--- config.mk ---
export PLATFORM = sky130hd
export DESIGN_NAME = hsv_to_rgb_converter
export DESIGN_NICKNAME = d
export VERILOG_FILES = /design/src/hw/rtl/hsv2rgb_pkg.sv /design/src/hw/rtl/hsv_to_rgb_converter.sv
export SDC_FILE = /design/constraint.sdc
export NUM_CORES = 2
export LEC_CHECK = 0
export BUFFER_PORTS_ARGS = -buffer_cell sky130_fd_sc_hd__buf_2
export CORE_ASPECT_RATIO = 0.9
export CORE_MARGIN = 8
export CORE_UTILIZATION = 25
export CTS_BUF_LIST = sky130_fd_sc_hd__clkbuf_16
export CTS_CLUSTER_DIAMETER = 150
export DETAILED_ROUTE_END_ITERATION = 16
export SKIP_CTS_REPAIR_TIMING = 1
export SYNTH_ARGS = -nofsm -noshare
export SYNTH_HDL_FRONTEND = slang
export SYNTH_SLANG_ARGS = --single-unit
--- constraint.sdc ---
create_clock -name clk -period 19.9 [get_ports clk]
set_input_delay 4.975 -clock clk [delete_from_list [all_inputs] [get_ports clk]]
set_output_delay 4.975 -clock clk [all_outputs]
set_load 0.03 [all_outputs]
--- src/hw/rtl/hsv2rgb_pkg.sv ---
package hsv2rgb_pkg;

	// hue range and sector size in degrees
	localparam logic [8:0]  HUE_FULL   = 9'd360;
	localparam logic [5:0]  SECTOR_DEG = 6'd60;

	// full-scale input channel
	localparam logic [7:0]  CHAN_MAX   = 8'd255;

	// channel = V * K * 257 / 15300, rounded to nearest with ties upward
	localparam logic [8:0]  SCALE_NUM  = 9'd257;
	localparam logic [13:0] SCALE_DEN  = 14'd15300;
	localparam logic [12:0] ROUND_BIAS = 13'd7650;

	// floor(x / 3825) == (x * DIV_RECIP) >> DIV_SHIFT for any 28-bit x,
	// with floor(m / 15300) == floor((m >> 2) / 3825)
	localparam logic [28:0] DIV_RECIP  = 29'd287454021;
	localparam int          DIV_SHIFT  = 40;

	// hexagon sectors, one per 60 degrees of hue
	typedef enum logic [2:0] {
		SEC_RED_YEL  = 3'd0,
		SEC_YEL_GRN  = 3'd1,
		SEC_GRN_CYN  = 3'd2,
		SEC_CYN_BLU  = 3'd3,
		SEC_BLU_MAG  = 3'd4,
		SEC_MAG_RED  = 3'd5
	} sector_t;

	// sector start angles
	localparam logic [8:0]  SEC1_DEG = 9'd60;
	localparam logic [8:0]  SEC2_DEG = 9'd120;
	localparam logic [8:0]  SEC3_DEG = 9'd180;
	localparam logic [8:0]  SEC4_DEG = 9'd240;
	localparam logic [8:0]  SEC5_DEG = 9'd300;

endpackage

--- src/hw/rtl/hsv_to_rgb_converter.sv ---
// HSV to RGB pixel converter.
//
// Input channel (in_valid / in_ready): one word per pixel holding hue in
// whole degrees (0..360, 360 acts as 0, larger codes wrap modulo 360),
// saturation and brightness (0..255 each).
// Output channel (out_valid / out_ready): one word per pixel holding red,
// green and blue, each the real intensity 0..1 times 65535, rounded.
//
// Throughput is one pixel per cycle: the five-stage pipeline (sector split,
// coefficient products, brightness products, rounding, reciprocal multiply
// and channel placement) advances as a whole whenever the output register
// is empty or being taken.
//
// When the receiver holds out_ready low with a word waiting, the whole
// pipeline freezes and in_ready drops in the same cycle; no word is lost
// or repeated. Reset clears all valid bits; data registers are not reset.
module hsv_to_rgb_converter
	import hsv2rgb_pkg::*;
(
	input  logic        clk,
	input  logic        arst_n,
	input  logic        in_valid,
	output logic        in_ready,
	input  logic [8:0]  hue,
	input  logic [7:0]  saturation,
	input  logic [7:0]  brightness,
	output logic        out_valid,
	input  logic        out_ready,
	output logic [15:0] red,
	output logic [15:0] green,
	output logic [15:0] blue
);

	logic        advance;

	logic        valid_s1, valid_s2, valid_s3, valid_s4, valid_s5;

	sector_t     sector_s1, sector_s2, sector_s3, sector_s4;
	logic [5:0]  frac_s1;
	logic [7:0]  sat_s1;
	logic [7:0]  val_s1, val_s2;

	logic [13:0] kp_s2, kq_s2, kt_s2;

	logic [21:0] np_s3, nq_s3, nt_s3;
	logic [15:0] cv_s3, cv_s4;

	logic [27:0] mp_s4, mq_s4, mt_s4;

	logic [15:0] red_s5, green_s5, blue_s5;

	// stage 1 combinational
	logic [8:0]  hue_wrap;
	sector_t     sector_c;
	logic [8:0]  base_c;
	logic [8:0]  frac_wide;

	// stage 2 combinational
	logic [7:0]  sat_inv;
	logic [5:0]  frac_inv;

	// stage 4 combinational
	logic [29:0] mp_c, mq_c, mt_c;

	// stage 5 combinational
	logic [56:0] prod_p, prod_q, prod_t;
	logic [15:0] cp_c, cq_c, ct_c;

	// whole pipeline moves unless a finished word is stalled at the output
	assign advance  = !valid_s5 || out_ready;
	assign in_ready = advance;

	// valid bits
	always_ff @(posedge clk or negedge arst_n) begin
		if (!arst_n) begin
			valid_s1 <= 1'b0;
			valid_s2 <= 1'b0;
			valid_s3 <= 1'b0;
			valid_s4 <= 1'b0;
			valid_s5 <= 1'b0;
		end else if (advance) begin
			valid_s1 <= in_valid;
			valid_s2 <= valid_s1;
			valid_s3 <= valid_s2;
			valid_s4 <= valid_s3;
			valid_s5 <= valid_s4;
		end
	end

	// stage 1: wrap hue, split into sector and fraction
	always_comb begin
		hue_wrap = (hue >= HUE_FULL) ? (hue - HUE_FULL) : hue;
		if (hue_wrap < SEC1_DEG) begin
			sector_c = SEC_RED_YEL;
			base_c   = 9'd0;
		end else if (hue_wrap < SEC2_DEG) begin
			sector_c = SEC_YEL_GRN;
			base_c   = SEC1_DEG;
		end else if (hue_wrap < SEC3_DEG) begin
			sector_c = SEC_GRN_CYN;
			base_c   = SEC2_DEG;
		end else if (hue_wrap < SEC4_DEG) begin
			sector_c = SEC_CYN_BLU;
			base_c   = SEC3_DEG;
		end else if (hue_wrap < SEC5_DEG) begin
			sector_c = SEC_BLU_MAG;
			base_c   = SEC4_DEG;
		end else begin
			sector_c = SEC_MAG_RED;
			base_c   = SEC5_DEG;
		end
		frac_wide = hue_wrap - base_c;
	end

	always_ff @(posedge clk) begin
		if (advance) begin
			sector_s1 <= sector_c;
			frac_s1   <= frac_wide[5:0];
			sat_s1    <= saturation;
			val_s1    <= brightness;
		end
	end

	// stage 2: coefficients for p, q and t
	assign sat_inv  = CHAN_MAX - sat_s1;
	assign frac_inv = SECTOR_DEG - frac_s1;

	always_ff @(posedge clk) begin
		if (advance) begin
			sector_s2 <= sector_s1;
			val_s2    <= val_s1;
			kp_s2     <= 14'(sat_inv) * 14'(SECTOR_DEG);
			kq_s2     <= SCALE_DEN - 14'(14'(sat_s1) * 14'(frac_s1));
			kt_s2     <= SCALE_DEN - 14'(14'(sat_s1) * 14'(frac_inv));
		end
	end

	// stage 3: brightness times coefficient; full value scales exactly
	always_ff @(posedge clk) begin
		if (advance) begin
			sector_s3 <= sector_s2;
			np_s3     <= 22'(val_s2) * 22'(kp_s2);
			nq_s3     <= 22'(val_s2) * 22'(kq_s2);
			nt_s3     <= 22'(val_s2) * 22'(kt_s2);
			cv_s3     <= 16'(16'(val_s2) * 16'(SCALE_NUM));
		end
	end

	// stage 4: scale by 257, add half divisor, drop the factor of four
	assign mp_c = (30'(np_s3) << 8) + 30'(np_s3) + 30'(ROUND_BIAS);
	assign mq_c = (30'(nq_s3) << 8) + 30'(nq_s3) + 30'(ROUND_BIAS);
	assign mt_c = (30'(nt_s3) << 8) + 30'(nt_s3) + 30'(ROUND_BIAS);

	always_ff @(posedge clk) begin
		if (advance) begin
			sector_s4 <= sector_s3;
			cv_s4     <= cv_s3;
			mp_s4     <= mp_c[29:2];
			mq_s4     <= mq_c[29:2];
			mt_s4     <= mt_c[29:2];
		end
	end

	// stage 5: divide by 3825 through the reciprocal, then place channels
	assign prod_p = 57'(mp_s4) * 57'(DIV_RECIP);
	assign prod_q = 57'(mq_s4) * 57'(DIV_RECIP);
	assign prod_t = 57'(mt_s4) * 57'(DIV_RECIP);
	assign cp_c   = prod_p[DIV_SHIFT +: 16];
	assign cq_c   = prod_q[DIV_SHIFT +: 16];
	assign ct_c   = prod_t[DIV_SHIFT +: 16];

	always_ff @(posedge clk) begin
		if (advance) begin
			case (sector_s4)
				SEC_RED_YEL: begin
					red_s5 <= cv_s4; green_s5 <= ct_c;  blue_s5 <= cp_c;
				end
				SEC_YEL_GRN: begin
					red_s5 <= cq_c;  green_s5 <= cv_s4; blue_s5 <= cp_c;
				end
				SEC_GRN_CYN: begin
					red_s5 <= cp_c;  green_s5 <= cv_s4; blue_s5 <= ct_c;
				end
				SEC_CYN_BLU: begin
					red_s5 <= cp_c;  green_s5 <= cq_c;  blue_s5 <= cv_s4;
				end
				SEC_BLU_MAG: begin
					red_s5 <= ct_c;  green_s5 <= cp_c;  blue_s5 <= cv_s4;
				end
				default: begin
					red_s5 <= cv_s4; green_s5 <= cp_c;  blue_s5 <= cq_c;
				end
			endcase
		end
	end

	assign out_valid = valid_s5;
	assign red       = red_s5;
	assign green     = green_s5;
	assign blue      = blue_s5;

`ifndef SYNTHESIS
	// an accepted word always lands in the first stage
	a_accept_enters: assert property (@(posedge clk) disable iff (!arst_n)
		(in_valid && in_ready) |=> valid_s1)
		else $error("accepted word missing from stage 1");

	// sector split keeps the fraction inside one sector
	a_frac_range: assert property (@(posedge clk) disable iff (!arst_n)
		valid_s1 |-> (frac_s1 < SECTOR_DEG))
		else $error("hue fraction out of range");

	// q and t coefficients never exceed full scale
	a_coef_range: assert property (@(posedge clk) disable iff (!arst_n)
		valid_s2 |-> (kq_s2 <= SCALE_DEN && kt_s2 <= SCALE_DEN))
		else $error("coefficient above full scale");

	// quotients fit in sixteen bits
	a_quot_fits: assert property (@(posedge clk) disable iff (!arst_n)
		valid_s4 |-> (prod_p[56] == 1'b0 && prod_q[56] == 1'b0
			&& prod_t[56] == 1'b0))
		else $error("channel quotient overflow");

	// a stalled output word freezes the stage behind it
	a_stall_freeze: assert property (@(posedge clk) disable iff (!arst_n)
		(valid_s5 && !out_ready) |=> ($stable(valid_s4) && $stable(sector_s4)))
		else $error("pipeline moved under stall");
`endif

endmodule

==> results.txt <==
DRT antenna net count: 0
commonest non-fill, non-tap cell in the layout: inv_1
Mapped Avg Cell Area: 9.92 µm²
Synth Instances: 5904
r2r endpoint: red[5]
Most Crowded Layer GR: met2
IO Pins: 79
clock transition at the registers of the reported paths: 60 ps
commonest cells after routing, fill and taps aside: 1519 x inv_1, 1225 x ha_1, 846 x fa_1
core box area: 233000 µm²
Setup CP Type: in2out
Cell variety after synth: 85
root buffer cell: clkbuf_16
Die W: 526 µm
first-pass GRT wire length: 230000 µm
number of DRC markers in iteration 0: 2345
Synth warnings: 0
worst skew pair latency: 600 ps
fmax: 0.0893 GHz
hold depth: 0
CTS Buf Count: 36
syn_nets: 8004
crit path time final: 11200 ps
met3 usage: 1.45%
Post-synth EDFFs: 292
CTS H-tree depth: 2
HP Class: reg2reg
Max FO, Critical Path: 134
Die Y: 475 µm
gpl congestion: 0.909
DRC violations left: 0
CTS tree: done
WP data arrival: 6220 ps
status: complete, no violations
share of cells above drive strength 1: 3.48%
Worst setup EP type: primary output
met1 capacity usage during global routing: 16.2%
num rows: 168
global route overflow: 0
initial antenna violation count: 5
WL final: 143000 µm
relative slew slack: 29.4%
Sum Neg Setup Slack: 0 ps
met2 usage: 18.4%
Vias: 40.1k
max-slew violation count: 0
drt wl/cell: 15.8 µm
Worst Max-Slew Pin Slew: 1060 ps
Worst R2R Start: mq_s4[8]
Max Cap Viol: 0
Area Overhead vs Synth: 8.93%
Fin Clk Skew: 55.1 ps
Hold Fails Final Rpt: 0
# port buffers: 78
final number of setup-violating endpoints: 0
Total Nets Final: 8055
largest net degree at the start of global routing: 166
Synth Register Bits: 297
First-pass DRT Iterations: 5
Min-Delay Endpoint: cv_s4[7]
vias per cell: 4.43
Hold Crit Start: cv_s3[7]
r2r setup slk: 11390 ps
Initial Util: 25.2%
startpoint types: input port
final worst path period share: 56.3%
Mapped Area: 58600 µm²
Req. time, crit path: 14930 ps
die area: 250000 µm²
post-DP HPWL: 122000 µm
clock tree sinks: 297
vias in the first global route: 42.4k
Register-to-Register Path Depth: 25
gr usage total: 11.3%
asr flop ratio synth: 1.68%
Top FF cell, synth: edfxtp_1
sequential share of the synthesized area: 15.2%
CTS Buffer Depth: 3
RSZ-0062 raised after global routing: no
[worst max-delay path, stage by stage]
cell and delay (ps):
buf_2 100, nor2b_1 470, inv_8 350, buf_2 330
[final cells by class]
type / instances / area, µm²
Sequential cell: 297 / 8890
Timing Repair Buffer: 96 / 538
Inverter: 1519 / 5710
Antenna cell: 2 / 5.00
Tap cell: 3060 / 3830
Multi-Input combinational cell: 4005 / 43700
Clock inverter: 29 / 249
Clock buffer: 37 / 926
Fill cell: 24400 / 169000
[cells in the mapped netlist (37+ instances only)]
cell type / instances / area (µm²)
a21o_1: 82 / 616
nand2_1: 357 / 1340
xor2_1: 68 / 596
o21ai_0: 139 / 696
nand4_1: 40 / 250
xnor2_1: 132 / 1160
and2_1: 202 / 1260
inv_1: 1518 / 5700
fa_1: 846 / 16900
ha_1: 1225 / 15300
clkbuf_1: 77 / 289
nor2_1: 177 / 664
nand3_1: 37 / 185
nor2b_1: 42 / 263
edfxtp_1: 292 / 8770
nor3_1: 40 / 200
a21oi_1: 218 / 1090
[registers in the layout, indices dropped and copies added (netlist names), 12 cells and up]
register / count
kt_s2: 13
kp_s2: 12
kq_s2: 14
green: 16
mt_s4: 28
nq_s3: 22
mp_s4: 28
mq_s4: 28
red: 16
blue: 16
np_s3: 20
nt_s3: 21
[metal layers]
metal | part of all wire [%] | wire, µm
met1 | 49 | 69400
met2 | 45 | 63600
met3 | 4.5 | 6450
met4 | 2.4 | 3470
met5 | 0.0091 | 13
[how the worst max path moves through the flow]
stage                         start       end
after detailed placement  out_ready  in_ready
final                     out_ready  in_ready
after global routing      out_ready  in_ready
after global placement    out_ready  in_ready
after CTS                 out_ready  in_ready
after floorplan           out_ready  in_ready
[kinds of logic (layout without fill, tap and decap cells)]
family	count (synthesis)	count (layout)	share of synthesized area, %
multiplexers	15	15	0.269
XOR/XNOR	200	200	2.99
buffers and inverters	1602	1681	10.3
flip-flops	297	297	15.2
AO/OA/AOI/OAI	709	709	7.80
other	0	2	0
adder cells (fa/ha/maj)	2071	2071	55.1
AND/OR/NAND/NOR	1010	1010	8.42
[stage by stage]
step	hold slack (ps)	cell area [µm²]	setup slack, ps	instances	util, %
floorplan	400	58600	3990	5904	-
CTS	418	63800	8590	9043	27.4
global route	425	63800	8490	9043	27.4
detailed placement	405	62600	8590	8977	26.9
global placement	404	62600	8600	8977	26.9
finish	418	63800	8700	9045	27.4
Power is left out: the tool's default activity adds up to more than one toggle a clock period on the data nets, which glitch-free logic cannot reach.
